[src/lssfg_pkg.sv]
// Shared types and constants for the LED strip stripe frame generator.
// No dependencies; every other file refers to this package by scoped names.
package lssfg_pkg;

  localparam int MAX_LEDS      = 1024;
  localparam int PALETTE_DEPTH = 16;
  localparam int CNT_W         = 11;   // LED position, lengths, phase offset
  localparam int PER_W         = 12;   // stripe plus gap, pattern counter
  localparam int PIX_W         = 4;    // palette index
  localparam int PLEN_W        = 5;    // palette length
  localparam int ENTRY_W       = 29;   // brightness 5, red, green, blue
  localparam int WORD_W        = 32;
  localparam int MOD_STEPS     = 11;   // one remainder bit per step
  localparam int STEP_W        = 4;
  localparam int QDEPTH        = 2;
  localparam int QPTR_W        = 1;
  localparam int QCNT_W        = 2;
  localparam int ADDR_W        = 5;
  localparam int DATA_W        = 32;

  localparam logic [2:0]        LED_HDR    = 3'b111;
  localparam logic [4:0]        BR_MAX     = 5'd31;
  localparam logic [WORD_W-1:0] START_WORD = 32'h0000_0000;
  localparam logic [WORD_W-1:0] DARK_WORD  = 32'hE000_0000;
  localparam logic [WORD_W-1:0] END_WORD   = 32'hFFFF_FFFF;

  typedef enum logic {
    OP_PAL_WR  = 1'b0,
    OP_ADVANCE = 1'b1
  } op_t;

  typedef enum logic [1:0] {
    KIND_START = 2'd0,
    KIND_LED   = 2'd1,
    KIND_END   = 2'd2
  } kind_t;

  typedef enum logic [2:0] {
    REG_LED_COUNT    = 3'd0,
    REG_STRIPE_LEN   = 3'd1,
    REG_GAP_LEN      = 3'd2,
    REG_PHASE_OFFSET = 3'd3,
    REG_COLOR_OFFSET = 3'd4,
    REG_PALETTE_LEN  = 3'd5
  } reg_idx_t;

  typedef enum logic {
    ST_RUN  = 1'b0,
    ST_WAIT = 1'b1
  } back_state_t;

  typedef struct packed {
    op_t                op;
    logic [PIX_W-1:0]   idx;
    logic [ENTRY_W-1:0] entry;
  } cmd_t;

  typedef struct packed {
    logic [CNT_W-1:0]  led_count;
    logic [CNT_W-1:0]  stripe_len;
    logic [CNT_W-1:0]  gap_len;
    logic [CNT_W-1:0]  phase_offset;
    logic [PIX_W-1:0]  color_offset;
    logic [PLEN_W-1:0] palette_len;
  } cfg_t;

  typedef struct packed {
    logic              start;
    logic [PER_W-1:0]  period;
    logic [CNT_W-1:0]  phase;
    logic [PIX_W-1:0]  coff;
    logic [PLEN_W-1:0] plen;
  } mod_req_t;

  typedef struct packed {
    logic             done;
    logic [PER_W-1:0] pat;
    logic [PIX_W-1:0] col;
  } mod_rsp_t;

endpackage

[src/led_strip_stripe_frame_generator.sv]
// Top level of the LED strip stripe frame generator.
// Depends on lssfg_pkg, lssfg_cfg, lssfg_front, lssfg_fifo, lssfg_mod, lssfg_back.
//
// Each input word with tuser 0 loads one palette entry (brightness clamped
// to 31); each input word with tuser 1 produces the next 32-bit word of the
// current frame: an all-zero start word, one word per LED (lit stripe LEDs
// carry 0xE0|brightness, blue, green, red; gap LEDs carry 0xE0000000), then
// an all-ones end word with tlast set. A front stage registers and classifies
// input words and hands them through a two-entry queue to the back part, which
// owns the palette, the frame counters and the output register, so each side
// stalls on its own. Queued palette loads retire at one per clock, LED and end
// words at one per clock while the output is not stalled. A start word goes out
// at once, but the back part then waits while the iterative remainder unit
// (11 restoring steps) reduces phase_offset and color_offset before it takes
// the next queued word. There is no clearing pass after reset: palette entries
// hold garbage until loaded. Write configuration only while the block is idle.
module led_strip_stripe_frame_generator (
  input  logic        clk,
  input  logic        rst_n,
  // input stream
  input  logic        in_tvalid,
  output logic        in_tready,
  input  logic [39:0] in_tdata,   // palette_index[3:0], brightness[11:4], red[19:12],
                                  // green[27:20], blue[35:28], zero[39:36]
  input  logic        in_tuser,   // func[0]
  // output stream
  output logic        out_tvalid,
  input  logic        out_tready,
  output logic [31:0] out_tdata,  // spi_word[31:0]
  output logic [1:0]  out_tuser,  // word_kind[1:0]
  output logic        out_tlast,
  // configuration
  input  logic        cfg_psel,
  input  logic        cfg_penable,
  input  logic        cfg_pwrite,
  input  logic [4:0]  cfg_paddr,
  input  logic [31:0] cfg_pwdata,
  output logic [31:0] cfg_prdata,
  output logic        cfg_pready
);

  lssfg_pkg::cfg_t     cfg;
  lssfg_pkg::cmd_t     push_cmd, pop_cmd;
  lssfg_pkg::mod_req_t mod_req;
  lssfg_pkg::mod_rsp_t mod_rsp;
  lssfg_pkg::kind_t    out_kind;
  logic                push_valid, push_ready, pop_valid, pop;

  assign out_tuser = out_kind;

  lssfg_cfg u_cfg (
    .clk     (clk),
    .rst_n   (rst_n),
    .psel    (cfg_psel),
    .penable (cfg_penable),
    .pwrite  (cfg_pwrite),
    .paddr   (cfg_paddr),
    .pwdata  (cfg_pwdata),
    .prdata  (cfg_prdata),
    .pready  (cfg_pready),
    .cfg     (cfg)
  );

  lssfg_front u_front (
    .clk        (clk),
    .rst_n      (rst_n),
    .in_valid   (in_tvalid),
    .in_ready   (in_tready),
    .in_data    (in_tdata),
    .in_func    (in_tuser),
    .push_valid (push_valid),
    .push_ready (push_ready),
    .push_cmd   (push_cmd)
  );

  lssfg_fifo u_fifo (
    .clk        (clk),
    .rst_n      (rst_n),
    .push       (push_valid),
    .push_ready (push_ready),
    .push_cmd   (push_cmd),
    .pop_valid  (pop_valid),
    .pop        (pop),
    .pop_cmd    (pop_cmd)
  );

  lssfg_mod u_mod (
    .clk   (clk),
    .rst_n (rst_n),
    .req   (mod_req),
    .rsp   (mod_rsp)
  );

  lssfg_back u_back (
    .clk       (clk),
    .rst_n     (rst_n),
    .cfg       (cfg),
    .cmd_valid (pop_valid),
    .cmd       (pop_cmd),
    .cmd_pop   (pop),
    .mod_req   (mod_req),
    .mod_rsp   (mod_rsp),
    .out_valid (out_tvalid),
    .out_ready (out_tready),
    .out_word  (out_tdata),
    .out_kind  (out_kind),
    .out_last  (out_tlast)
  );

endmodule

[src/lssfg_cfg.sv]
// Configuration register file behind the APB-style port.
// Depends on lssfg_pkg.
module lssfg_cfg (
  input  logic                         clk,
  input  logic                         rst_n,
  input  logic                         psel,
  input  logic                         penable,
  input  logic                         pwrite,
  input  logic [lssfg_pkg::ADDR_W-1:0] paddr,
  input  logic [lssfg_pkg::DATA_W-1:0] pwdata,
  output logic [lssfg_pkg::DATA_W-1:0] prdata,
  output logic                         pready,
  output lssfg_pkg::cfg_t              cfg
);

  lssfg_pkg::cfg_t      cfg_r, cfg_nxt;
  lssfg_pkg::reg_idx_t  idx;
  logic                 wr_en;

  assign pready = 1'b1;
  assign wr_en  = psel & penable & pwrite & pready;
  assign idx    = lssfg_pkg::reg_idx_t'(paddr[4:2]);
  assign cfg    = cfg_r;

  always_comb begin
    cfg_nxt = cfg_r;
    if (wr_en) begin
      unique case (idx)
        lssfg_pkg::REG_LED_COUNT:    cfg_nxt.led_count    = pwdata[10:0];
        lssfg_pkg::REG_STRIPE_LEN:   cfg_nxt.stripe_len   = pwdata[10:0];
        lssfg_pkg::REG_GAP_LEN:      cfg_nxt.gap_len      = pwdata[10:0];
        lssfg_pkg::REG_PHASE_OFFSET: cfg_nxt.phase_offset = pwdata[10:0];
        lssfg_pkg::REG_COLOR_OFFSET: cfg_nxt.color_offset = pwdata[3:0];
        lssfg_pkg::REG_PALETTE_LEN:  cfg_nxt.palette_len  = pwdata[4:0];
        default: ;
      endcase
    end
  end

  always_comb begin
    unique case (idx)
      lssfg_pkg::REG_LED_COUNT:    prdata = 32'(cfg_r.led_count);
      lssfg_pkg::REG_STRIPE_LEN:   prdata = 32'(cfg_r.stripe_len);
      lssfg_pkg::REG_GAP_LEN:      prdata = 32'(cfg_r.gap_len);
      lssfg_pkg::REG_PHASE_OFFSET: prdata = 32'(cfg_r.phase_offset);
      lssfg_pkg::REG_COLOR_OFFSET: prdata = 32'(cfg_r.color_offset);
      lssfg_pkg::REG_PALETTE_LEN:  prdata = 32'(cfg_r.palette_len);
      default:                     prdata = '0;
    endcase
  end

  always_ff @(posedge clk) begin
    if (!rst_n) begin
      cfg_r.led_count    <= 11'd1;
      cfg_r.stripe_len   <= 11'd1;
      cfg_r.gap_len      <= 11'd0;
      cfg_r.phase_offset <= 11'd0;
      cfg_r.color_offset <= 4'd0;
      cfg_r.palette_len  <= 5'd1;
    end else begin
      cfg_r <= cfg_nxt;
    end
  end

endmodule

[src/lssfg_front.sv]
// Input stage: accepts words, saturates brightness and packs commands.
// Depends on lssfg_pkg; feeds lssfg_fifo.
module lssfg_front (
  input  logic            clk,
  input  logic            rst_n,
  input  logic            in_valid,
  output logic            in_ready,
  input  logic [39:0]     in_data,
  input  logic            in_func,
  output logic            push_valid,
  input  logic            push_ready,
  output lssfg_pkg::cmd_t push_cmd
);

  logic            valid_r, valid_nxt;
  lssfg_pkg::cmd_t cmd_r, cmd_nxt;
  logic [4:0]      br_sat;
  logic            take;

  assign in_ready   = !valid_r || push_ready;
  assign take       = in_valid && in_ready;
  assign push_valid = valid_r;
  assign push_cmd   = cmd_r;

  // Clamp brightness to the 5-bit field
  assign br_sat = (in_data[11:4] > 8'(lssfg_pkg::BR_MAX)) ? lssfg_pkg::BR_MAX : in_data[8:4];

  always_comb begin
    valid_nxt = valid_r;
    cmd_nxt   = cmd_r;
    if (push_ready) valid_nxt = 1'b0;
    if (take) begin
      valid_nxt     = 1'b1;
      cmd_nxt.op    = lssfg_pkg::op_t'(in_func);
      cmd_nxt.idx   = in_data[3:0];
      cmd_nxt.entry = {br_sat, in_data[19:12], in_data[27:20], in_data[35:28]};
    end
  end

  always_ff @(posedge clk) begin
    if (!rst_n) valid_r <= 1'b0;
    else        valid_r <= valid_nxt;
  end

  always_ff @(posedge clk) begin
    cmd_r <= cmd_nxt;
  end

endmodule

[src/lssfg_fifo.sv]
// Two-entry command queue between the front and back parts.
// Depends on lssfg_pkg.
module lssfg_fifo (
  input  logic            clk,
  input  logic            rst_n,
  input  logic            push,
  output logic            push_ready,
  input  lssfg_pkg::cmd_t push_cmd,
  output logic            pop_valid,
  input  logic            pop,
  output lssfg_pkg::cmd_t pop_cmd
);

  lssfg_pkg::cmd_t                mem_r [lssfg_pkg::QDEPTH];
  logic [lssfg_pkg::QPTR_W-1:0]   wptr_r, rptr_r;
  logic [lssfg_pkg::QCNT_W-1:0]   cnt_r, cnt_nxt;
  logic                           do_push, do_pop;

  assign push_ready = cnt_r != lssfg_pkg::QCNT_W'(lssfg_pkg::QDEPTH);
  assign pop_valid  = cnt_r != '0;
  assign pop_cmd    = mem_r[rptr_r];
  assign do_push    = push && push_ready;
  assign do_pop     = pop && pop_valid;

  always_comb begin
    cnt_nxt = cnt_r;
    if (do_push && !do_pop) cnt_nxt = cnt_r + 1'b1;
    if (!do_push && do_pop) cnt_nxt = cnt_r - 1'b1;
  end

  always_ff @(posedge clk) begin
    if (!rst_n) begin
      wptr_r <= '0;
      rptr_r <= '0;
      cnt_r  <= '0;
    end else begin
      cnt_r <= cnt_nxt;
      if (do_push) wptr_r <= wptr_r + 1'b1;
      if (do_pop)  rptr_r <= rptr_r + 1'b1;
    end
  end

  always_ff @(posedge clk) begin
    if (do_push) mem_r[wptr_r] <= push_cmd;
  end

endmodule

[src/lssfg_mod.sv]
// Iterative remainder unit: phase offset mod period and colour offset mod
// palette length, one restoring step per cycle. Depends on lssfg_pkg.
module lssfg_mod (
  input  logic                clk,
  input  logic                rst_n,
  input  lssfg_pkg::mod_req_t req,
  output lssfg_pkg::mod_rsp_t rsp
);

  logic                            busy_r, busy_nxt;
  logic                            done_r, done_nxt;
  logic [lssfg_pkg::STEP_W-1:0]    cnt_r, cnt_nxt;
  logic [lssfg_pkg::CNT_W-1:0]     pdiv_r, pdiv_nxt, cdiv_r, cdiv_nxt;
  logic [lssfg_pkg::PER_W-1:0]     per_r, per_nxt, rem_r, rem_nxt;
  logic [lssfg_pkg::PLEN_W-1:0]    plen_r, plen_nxt, crem_r, crem_nxt;
  logic [lssfg_pkg::PER_W:0]       sh;
  logic [lssfg_pkg::PLEN_W:0]      csh;

  assign sh  = {rem_r, pdiv_r[lssfg_pkg::CNT_W-1]};
  assign csh = {crem_r, cdiv_r[lssfg_pkg::CNT_W-1]};

  assign rsp.done = done_r;
  assign rsp.pat  = (per_r == '0) ? '0 : rem_r;
  assign rsp.col  = crem_r[lssfg_pkg::PIX_W-1:0];

  always_comb begin
    busy_nxt = busy_r;
    done_nxt = 1'b0;
    cnt_nxt  = cnt_r;
    pdiv_nxt = pdiv_r;
    cdiv_nxt = cdiv_r;
    per_nxt  = per_r;
    rem_nxt  = rem_r;
    plen_nxt = plen_r;
    crem_nxt = crem_r;
    if (req.start) begin
      busy_nxt = 1'b1;
      cnt_nxt  = '0;
      pdiv_nxt = req.phase;
      cdiv_nxt = lssfg_pkg::CNT_W'(req.coff);
      per_nxt  = req.period;
      plen_nxt = req.plen;
      rem_nxt  = '0;
      crem_nxt = '0;
    end else if (busy_r) begin
      // Shift in one dividend bit, subtract the divisor when it fits
      if (sh >= {1'b0, per_r}) rem_nxt = lssfg_pkg::PER_W'(sh - {1'b0, per_r});
      else                     rem_nxt = sh[lssfg_pkg::PER_W-1:0];
      if (csh >= {1'b0, plen_r}) crem_nxt = lssfg_pkg::PLEN_W'(csh - {1'b0, plen_r});
      else                       crem_nxt = csh[lssfg_pkg::PLEN_W-1:0];
      pdiv_nxt = pdiv_r << 1;
      cdiv_nxt = cdiv_r << 1;
      cnt_nxt  = cnt_r + 1'b1;
      if (cnt_r == lssfg_pkg::STEP_W'(lssfg_pkg::MOD_STEPS - 1)) begin
        busy_nxt = 1'b0;
        done_nxt = 1'b1;
      end
    end
  end

  always_ff @(posedge clk) begin
    if (!rst_n) begin
      busy_r <= 1'b0;
      done_r <= 1'b0;
      cnt_r  <= '0;
    end else begin
      busy_r <= busy_nxt;
      done_r <= done_nxt;
      cnt_r  <= cnt_nxt;
    end
  end

  always_ff @(posedge clk) begin
    pdiv_r <= pdiv_nxt;
    cdiv_r <= cdiv_nxt;
    per_r  <= per_nxt;
    rem_r  <= rem_nxt;
    plen_r <= plen_nxt;
    crem_r <= crem_nxt;
  end

endmodule

[src/lssfg_back.sv]
// Back part: palette store, frame sequencer and output register.
// Depends on lssfg_pkg; drives lssfg_mod and pops lssfg_fifo.
module lssfg_back (
  input  logic                           clk,
  input  logic                           rst_n,
  input  lssfg_pkg::cfg_t                cfg,
  input  logic                           cmd_valid,
  input  lssfg_pkg::cmd_t                cmd,
  output logic                           cmd_pop,
  output lssfg_pkg::mod_req_t            mod_req,
  input  lssfg_pkg::mod_rsp_t            mod_rsp,
  output logic                           out_valid,
  input  logic                           out_ready,
  output logic [lssfg_pkg::WORD_W-1:0]   out_word,
  output lssfg_pkg::kind_t               out_kind,
  output logic                           out_last
);

  lssfg_pkg::back_state_t           state_r, state_nxt;
  logic [lssfg_pkg::ENTRY_W-1:0]    pal_r [lssfg_pkg::PALETTE_DEPTH];
  logic [lssfg_pkg::CNT_W-1:0]      wp_r, wp_nxt;
  logic [lssfg_pkg::PER_W-1:0]      pat_r, pat_nxt, pat_inc, period;
  logic [lssfg_pkg::PIX_W-1:0]      col_r, col_nxt;
  logic [lssfg_pkg::PLEN_W-1:0]     col_inc, plen;
  logic [lssfg_pkg::CNT_W-1:0]      n_eff;
  logic                             ov_r, ov_nxt, ol_r, ol_nxt;
  logic [lssfg_pkg::WORD_W-1:0]     ow_r, ow_nxt;
  lssfg_pkg::kind_t                 ok_r, ok_nxt;
  logic [lssfg_pkg::ENTRY_W-1:0]    ent;
  logic                             can_load, pal_we, lit, mod_start;

  assign out_valid = ov_r;
  assign out_word  = ow_r;
  assign out_kind  = ok_r;
  assign out_last  = ol_r;
  assign can_load  = !ov_r || out_ready;

  assign period = {1'b0, cfg.stripe_len} + {1'b0, cfg.gap_len};
  assign n_eff  = (cfg.led_count > lssfg_pkg::CNT_W'(lssfg_pkg::MAX_LEDS)) ?
                  lssfg_pkg::CNT_W'(lssfg_pkg::MAX_LEDS) : cfg.led_count;
  assign plen   = (cfg.palette_len == '0) ? lssfg_pkg::PLEN_W'(1) :
                  (cfg.palette_len > lssfg_pkg::PLEN_W'(lssfg_pkg::PALETTE_DEPTH)) ?
                  lssfg_pkg::PLEN_W'(lssfg_pkg::PALETTE_DEPTH) : cfg.palette_len;

  assign ent     = pal_r[col_r];
  assign lit     = pat_r < {1'b0, cfg.stripe_len};
  assign pat_inc = pat_r + 1'b1;
  assign col_inc = {1'b0, col_r} + 1'b1;

  assign mod_req.start  = mod_start;
  assign mod_req.period = period;
  assign mod_req.phase  = cfg.phase_offset;
  assign mod_req.coff   = cfg.color_offset;
  assign mod_req.plen   = plen;

  always_comb begin
    state_nxt = state_r;
    wp_nxt    = wp_r;
    pat_nxt   = pat_r;
    col_nxt   = col_r;
    ov_nxt    = ov_r && !out_ready;
    ow_nxt    = ow_r;
    ok_nxt    = ok_r;
    ol_nxt    = ol_r;
    cmd_pop   = 1'b0;
    pal_we    = 1'b0;
    mod_start = 1'b0;
    unique case (state_r)
      lssfg_pkg::ST_RUN: begin
        if (cmd_valid && cmd.op == lssfg_pkg::OP_PAL_WR) begin
          pal_we  = 1'b1;
          cmd_pop = 1'b1;
        end else if (cmd_valid && can_load) begin
          cmd_pop = 1'b1;
          ov_nxt  = 1'b1;
          if (wp_r == '0) begin
            // Start word; reduce the offsets before the first LED
            ow_nxt    = lssfg_pkg::START_WORD;
            ok_nxt    = lssfg_pkg::KIND_START;
            ol_nxt    = 1'b0;
            wp_nxt    = lssfg_pkg::CNT_W'(1);
            mod_start = 1'b1;
            state_nxt = lssfg_pkg::ST_WAIT;
          end else if (wp_r <= n_eff) begin
            ow_nxt = lit ? {lssfg_pkg::LED_HDR, ent[28:24], ent[7:0], ent[15:8], ent[23:16]}
                         : lssfg_pkg::DARK_WORD;
            ok_nxt = lssfg_pkg::KIND_LED;
            ol_nxt = 1'b0;
            wp_nxt = wp_r + 1'b1;
            if (pat_inc >= period) begin
              pat_nxt = '0;
              col_nxt = (col_inc >= plen) ? '0 : col_inc[lssfg_pkg::PIX_W-1:0];
            end else begin
              pat_nxt = pat_inc;
            end
          end else begin
            ow_nxt = lssfg_pkg::END_WORD;
            ok_nxt = lssfg_pkg::KIND_END;
            ol_nxt = 1'b1;
            wp_nxt = '0;
          end
        end
      end
      lssfg_pkg::ST_WAIT: begin
        if (mod_rsp.done) begin
          pat_nxt   = mod_rsp.pat;
          col_nxt   = mod_rsp.col;
          state_nxt = lssfg_pkg::ST_RUN;
        end
      end
      default: state_nxt = lssfg_pkg::ST_RUN;
    endcase
  end

  always_ff @(posedge clk) begin
    if (!rst_n) begin
      state_r <= lssfg_pkg::ST_RUN;
      wp_r    <= '0;
      pat_r   <= '0;
      col_r   <= '0;
      ov_r    <= 1'b0;
    end else begin
      state_r <= state_nxt;
      wp_r    <= wp_nxt;
      pat_r   <= pat_nxt;
      col_r   <= col_nxt;
      ov_r    <= ov_nxt;
    end
  end

  always_ff @(posedge clk) begin
    ow_r <= ow_nxt;
    ok_r <= ok_nxt;
    ol_r <= ol_nxt;
    if (pal_we) pal_r[cmd.idx] <= cmd.entry;
  end

endmodule

[config.mk]
export PLATFORM = sky130hd
export DESIGN_NAME = led_strip_stripe_frame_generator
export DESIGN_NICKNAME = d
export VERILOG_FILES = /design/src/lssfg_pkg.sv /design/src/led_strip_stripe_frame_generator.sv /design/src/lssfg_cfg.sv /design/src/lssfg_front.sv /design/src/lssfg_fifo.sv /design/src/lssfg_mod.sv /design/src/lssfg_back.sv
export SDC_FILE = /design/constraint.sdc
export NUM_CORES = 1
export LEC_CHECK = 0
export CAP_MARGIN = 20
export CORE_MARGIN = 3
export CORE_UTILIZATION = 40
export DETAILED_ROUTE_END_ITERATION = 12
export DONT_BUFFER_PORTS = 1
export SETUP_SLACK_MARGIN = 0.1
export SYNTH_ARGS = -nofsm -noshare
export SYNTH_HDL_FRONTEND = slang
export SYNTH_SLANG_ARGS = --single-unit
[constraint.sdc]
create_clock -name clk -period 3.2 [get_ports clk]
set_input_delay 0.16 -clock clk [delete_from_list [all_inputs] [get_ports clk]]
set_output_delay 0.16 -clock clk [all_outputs]
set_load 0.01 [all_outputs]
==> reports/metrics.yaml, run 1 <==
placedCellCount: 2979
nets: 2263
min_to: "u_cfg.cfg[2]"
tightest_slew_ps: 1050
drt-vias-per-instance: 5.35
syn_inst: 1940
r2r_end: "u_back.pat_r[5]"
r2r-start: "u_cfg.cfg[32]"
clkLatencyLatePin_ps: 650
whs_ps: 48.2
ys_ff_latch: 752
start_util_pct: 40.5
drcViolationCount: 0
worstHoldPathCells: 4
worstPathRequired_ps: 3730
pwr-share-comb_pct: 16.8
crit_type: "flop to flop"
io_pins: 155
dr.first_iter.drc_count: 1339
fin_ws_ps: -120
fmax_ghz: 0.301
ys_seq_area_share_pct: 68.0
tritoncts: "yes"
slew_violations: 0
antenna_found_initial: 1
netlist_area_um2: 31400
syn_area_per_cell_um2: 16.2
drive_above_1_share_pct: 22.2
final_cells: 3208
fp.dieH_um: 286
fin_util_pct: 47.7
fin_crit_sh_pct: 104
multi_input_area_um2: 9460
cap_violations: 0
yosysUniqueCellTypes: 73
peakVddDrop_mv: 0.637
clockBufferDepth: 3
drt-total-wl_mm: 72.5
wl_per_cell_um: 22.6
post_dp_cell_area_um2: 33300
slew_headroom_pct: 29.8
io_buffers: 0
gp_congestion: 0.830
violations: "setup timing"
yosysTopAreaCell: "edfxtp_1"
r2r_cells: 18
hpwl_mm: 43.8
switching_share_pct: 27.2
die_area_um2: 82000
cp-end-kind: "flop"
ys_warn_count: 0
min_period_ps: 3320
rrSetupSlack_ps: -120
worst-path-max-fanout: 6
hp-class: "input pin to flop"
synth_top_area_share_pct: 60.2
final-seq-area_um2: 21400
track_usage_pct: 17.8
cts.sinks: 752
critPathLaunchType: "flop"
critPathArrivalTime_ps: 3850
outcome: "complete, but fails checks"
power_density_nw_per_um2: 710
syn_to_final_growth_pct: 17.8
firstDrtPassIters: 5
grt_pass1_wl_mm: 110
grt_overflow: 0
setup_violations: 17
cts.clk_slew.worst_paths_ps: 60
ys_top_cells_by_area: "edfxtp_1, mux4_2, dfxtp_1"
core_um2: 77600
tns_ps: -1120
cts_buffers: 81
vias: 17164
intPower_w: 0.0191
postLayoutCellArea_um2: 37000
hold_start: "cfg_paddr[2]"
row_count: 102
synth_edf_count: 630
grt_max_degree: 59
synth_flop_cell: "edfxtp_1"
grt_pass1_vias: 17848
die_w_um: 286
root_buffer: "clkbuf_16"
pwr-share-clk_pct: 36.1
p_switching_w: 0.00714
rsz0062_at_grt: "true"
clock_skew_ps: 68.9
nFillCells: 6638
seq_power_share_pct: 47.1
ant_nets: 0
cellLeakagePower_nw: 12.6
htree_levels: 3
finalHoldViolations: 0
ys_async_sr_fraction_pct: 0
## what timing repair did
action / 4_1_cts / 5_1_grt
endpoints found under the setup margin: 20 / 20
pin swaps: 25 / 4
endpoints found under the hold margin: 116 / 33
setup buffers: 12 / 2
hold buffers: 63 / 1
resized for setup: 27 / 8
## power groups by stage
stage	Sequential, W	Combinational [W]	Clock [W]
2_1_floorplan	0.0123	0.00298	0
3_3_place_gp	0.0126	0.00405	0
3_5_place_dp	0.0126	0.00416	0
4_1_cts	0.0124	0.00439	0.00972
5_1_grt	0.0125	0.00486	0.0101
6_report	0.0124	0.00443	0.00949
## per-layer routing
layer | part of all wire, % | vias to the layer above | GRT usage [%]
met4 | 2.2 | 0 | 5.10
met2 | 50 | 457 | 30.5
met1 | 42 | 8805 | 23.2
li1 | - | 7798 | -
met3 | 5.4 | 104 | 3.30
met5 | 0 | - | 0
## Yosys cell counts (all sizes together), types with 4 or more instances
library cell and number:
a211oi 10, a21o 8, a21oi 41, a221oi 9, a22oi 6, a311oi 9, a31oi 7, a41oi 6
and3 15, buf 69, clkbuf 42, dfxtp 122, edfxtp 630, ha 73, inv 105, mux2 30
mux2i 68, mux4 156, nand2 106, nand2b 14, nand3 24, nand3b 4, nand4 12, nor2 140
nor2b 16, nor3 17, nor4 6, o21a 13, o21ai 70, o22ai 7, o311ai 5, or3 6
xnor2 23, xor2 21
## final cells by class
cell class                 instances  share of cell area, %
multi-input combinational        991                   25.5
timing repair buffer             170                   4.69
sequential                       752                   57.7
tap                             1040                   3.51
antenna                            1                0.00676
clock inverter                    44                   1.49
inverter                         106                   1.07
clock buffer                     104                   5.96
## critical path, stage by stage, from the launching register on
cell and delay (ps):
dfxtp_2 340, ha_4 260, a21o_1 110, a21oi_2 60, buf_4 130, buf_4 120
buf_4 120, buf_4 120, buf_4 120, buf_4 120, xor2_1 170, ha_1 230
a211oi_1 230, o21ai_0 180, a21oi_2 270, o21a_4 210, buf_4 120, a22oi_2 60
o32ai_1 240
## cells in the final DEF (no fill, tap or decap), types with 13 or more instances in the layout
| cell type | netlist | layout |
|---|---|---|
| nor2b_1 | 16 | 16 |
| clkinv_2 | 0 | 13 |
| inv_1 | 102 | 101 |
| edfxtp_1 | 630 | 630 |
| clkbuf_1 | 42 | 16 |
| buf_4 | 30 | 80 |
| dlygate4sd3_1 | 0 | 64 |
| mux2i_1 | 68 | 67 |
| dfxtp_1 | 122 | 113 |
| mux2_2 | 30 | 30 |
| o21ai_0 | 67 | 65 |
| nand2b_1 | 14 | 14 |
| clkbuf_16 | 0 | 83 |
| and3_1 | 15 | 14 |
| buf_12 | 0 | 23 |
| xor2_1 | 21 | 21 |
| nand3_1 | 24 | 23 |
| conb_1 | 2 | 22 |
| a21oi_1 | 41 | 35 |
| nor2_1 | 140 | 122 |
| nor3_1 | 17 | 15 |
| ha_1 | 73 | 71 |
| xnor2_1 | 23 | 23 |
| nand2_1 | 106 | 105 |
| mux4_2 | 156 | 156 |
| nor2_4 | 0 | 18 |
## how the worst max path moves through the flow
| stage | from | to | slack, ps |
|---|---|---|---|
| 2_1_floorplan | u_cfg.cfg[20] | u_back.pat_r[6] | 40 |
| 3_3_place_gp | u_cfg.cfg[20] | u_back.pat_r[6] | -240 |
| 3_5_place_dp | u_cfg.cfg[21] | u_back.pat_r[7] | -320 |
| 4_1_cts | u_cfg.cfg[20] | u_back.pat_r[7] | -130 |
| 5_1_grt | u_cfg.cfg[20] | u_back.pat_r[2] | -260 |
| 6_report | u_cfg.cfg[32] | u_back.pat_r[5] | -120 |
## state kept, by name, indices dropped and copies added (netlist names), 2 cells and up, named ones only
signal / cells
u_back.col_r: 4
u_back.out_kind: 2
u_back.out_word: 30
u_back.pal_r: 464
u_back.pat_r: 12
u_back.wp_r: 11
u_cfg.cfg: 53
u_fifo.cnt_r: 2
u_fifo.mem_r: 68
u_front.push_cmd: 34
u_mod.cdiv_r: 11
u_mod.cnt_r: 4
u_mod.crem_r: 5
u_mod.pdiv_r: 11
u_mod.per_r: 12
u_mod.plen_r: 5
u_mod.rem_r: 12
## cell families (layout without fill, tap and decap cells)
group           Yosys count  in the layout  synth area share (%)
flops                   752            752                  68.0
other cells               2             23                0.0239
compound gates          223            223                  4.69
fa+ha+maj                76             76                  3.10
mux                     254            254                  14.4
xor+xnor                 44             44                  1.23
simple gates            372            372                  5.38
buf+inv                 217            424                  3.20
## through the flow
stage / setup slack [ps] / total power, W
5_1_grt: -264 / 0.0274
3_3_place_gp: -242 / 0.0166
3_5_place_dp: -318 / 0.0167
2_1_floorplan: 35.1 / 0.0153
4_1_cts: -133 / 0.0265
6_report: -120 / 0.0263
Power figures use the tool's default switching activity.
==> run 2: changes to the inputs <==
Settings changed: CORE_ASPECT_RATIO set to 2.
==> reports/metrics.yaml, run 2 (synthesis gave the netlist of run 1 again) <==
drt-vias-per-instance: 5.44  # +1.6%
firstDrtPassIters: 5  # unchanged
min_period_ps: 3330  # +6.90 ps
slew_violations: 0  # unchanged
cts.sinks: 752  # unchanged
hp-class: "input pin to flop"
cap_violations: 0  # unchanged
largest_reg_flops: 464  # unchanged
track_usage_pct: 18.3  # +0.53 points
row_count: 144  # +41%
clkLatencyLatePin_ps: 640  # about the same
drt-total-wl_mm: 74.4  # +2.7%
critPathSlowestCell: "dfxtp_2"
peakVddDrop_mv: 0.393  # -38%
power_density_nw_per_um2: 701  # -1.2%
crit_type: "flop to flop"
nFillCells: 6706  # +1.0%
diodes: 0  # -1
dr.first_iter.drc_count: 1166  # -13%
drcViolationCount: 0  # unchanged
vias: 17165  # +0.0058%
cts.clk_slew.worst_paths_ps: 60  # about the same
placedCellCount: 2969  # -0.34%
cp_common_cell: "a32o_1"
critPathLaunchType: "flop"
die_w_um: 204  # -29%
clockBufferDepth: 3  # unchanged
start_util_pct: 40.6  # +0.063 points
nets: 2243  # -0.88%
mostFrequentLayoutCell: "edfxtp_1"
worst-path-max-fanout: 11  # +5
worstPathRequired_ps: 3730  # about the same
tightest_slew_ps: 972  # -80.5 ps
gp_congestion: 0.893  # +7.5%
layout_common_cells: "edfxtp_1, mux4_2, nor2_1"
tns_ps: -568  # +552 ps
antenna_found_initial: 0  # -1
cts_buffers: 71  # -12%
path_delay_family: "compound AO/OA/AOI/OAI gates"
tritoncts: "yes"
ant_nets: 0  # unchanged
root_buffer: "clkbuf_16"
grt_pass1_wl_mm: 113  # +2.4%
total_power_w: 0.0256  # -2.6%
fin_crit_sh_pct: 104  # +0.22 points
fmax_ghz: 0.301  # -0.21%
rsz0062_at_grt: "true"
postLayoutCellArea_um2: 36500  # -1.5%
cp-end-kind: "flop"
multi_input_area_um2: 9530  # +0.82%
final_cells: 3158  # -1.6%
fp.dieH_um: 402  # +41%
core_um2: 77500  # -0.15%
io_buffers: 0  # unchanged
fin_ws_ps: -127  # -6.90 ps
hpwl_mm: 48.6  # +11%
critPathArrivalTime_ps: 3860  # about the same
io_pins: 155  # unchanged
grt_pass1_vias: 18355  # +2.8%
grt_overflow: 0  # unchanged
clock_skew_ps: 30.8  # -38.1 ps
violations: "setup timing"
path_cells: "ha_4 > inv_2 > fa_2 > nor2b_2 > o21ai_2 > a21o_1 > a31oi_4 > mux2i_2 > nor2_1 > ha_1 > nand2_1 > nor2_2 > a2111oi_4 > o21a_1 > buf_12 > a32o_1 > a32o_1"
wl_per_cell_um: 23.6  # +4.3%
slowest_delay_ps: 350  # about the same
drive_above_1_share_pct: 22.2  # +0.041 points
cellLeakagePower_nw: 12.4  # -1.8%
finalHoldViolations: 0  # unchanged
outcome: "complete, but fails checks"
setup_violations: 13  # -4
grt_max_degree: 69  # +17%
regMostFlops: "u_back.pal_r"
slew_headroom_pct: 35.2  # +5.4 points
final-seq-area_um2: 21400  # about the same
crit_buf_inv: 2  # -5
htree_levels: 3  # unchanged
syn_to_final_growth_pct: 16.1
post_dp_cell_area_um2: 33300  # -0.19%
die_area_um2: 82200  # +0.25%
run 2: cell types whose count changed in the layout (fill, tap and decap cells not counted), moves of 4 or more:
cell and change:
buf_4 +4, clkbuf_8 -5, clkbuf_16 -9, clkbuf_1 -6, buf_12 -10, a311oi_1 -5, a311oi_2 +4, dlygate4sd3_1 -7
run 2: layout make-up:
| class | instances | share of cell area, % |
|---|---|---|
| Multi-Input combinational cell | 991 | 26.1 |
| Timing Repair Buffer | 160 | 4.19 |
| Clock inverter | 43 | 1.33 |
| Inverter | 106 | 1.09 |
| Sequential cell | 752 | 58.6 |
| Clock buffer | 84 | 5.18 |
| Tap cell | 1022 | 3.50 |
run 2: final timing paths:
path,startpoint,end,slack (ps),depth (start not counted)
max,u_cfg.cfg[20],u_back.pat_r[2],-130,17
min,cfg_paddr[2],u_cfg.cfg[0],60,4
max reg2reg,u_cfg.cfg[20],u_back.pat_r[2],-130,17
min reg2reg,u_front.push_cmd[18],u_fifo.mem_r[1][18],440,0
run 2: where the power goes:
part	switching (W)	internal (W)	total, W
registers	0.000568	0.0118	0.0124
logic	0.00283	0.00174	0.00457
clock network	0.00370	0.00491	0.00861
total	0.00710	0.0185	0.0256
run 2: stage by stage:
stage               setup WS [ps]  hold WS (ps)  utilization, %
global placement             -164           232            42.9
floorplan                    35.1           259               -
detailed placement           -273           236            42.9
global route                 -244          32.8            47.1
CTS                          -174          2.64            46.8
finish                       -127          58.6            47.1
run 2: metal layers:
metal,up-vias,global-route usage (%),wire [um]
met5,-,0,0
li1,7722,-,-
met2,452,34.0,41000
met4,0,8.88,3390
met3,136,2.96,3280
met1,8855,20.1,26700
run 2: repair_timing:
action | 4_1_cts | 5_1_grt
resized for setup | 14 | 34
setup endpoints to repair | 20 | 20
endpoints found under the hold margin | 118 | 0
pin swaps | 7 | 17
buffers inserted | 2 | 3
hold buffers | 57 | 0
run 2: worst reg2reg max path, cell delays in order (launching register included):
cell,delay (ps)
dfxtp_2,350
ha_4,150
inv_2,30
fa_2,340
nor2b_2,130
o21ai_2,70
a21o_1,210
a31oi_4,180
mux2i_2,250
nor2_1,80
ha_1,320
nand2_1,70
nor2_2,180
a2111oi_4,50
o21a_1,160
buf_12,150
a32o_1,260
a32o_1,250
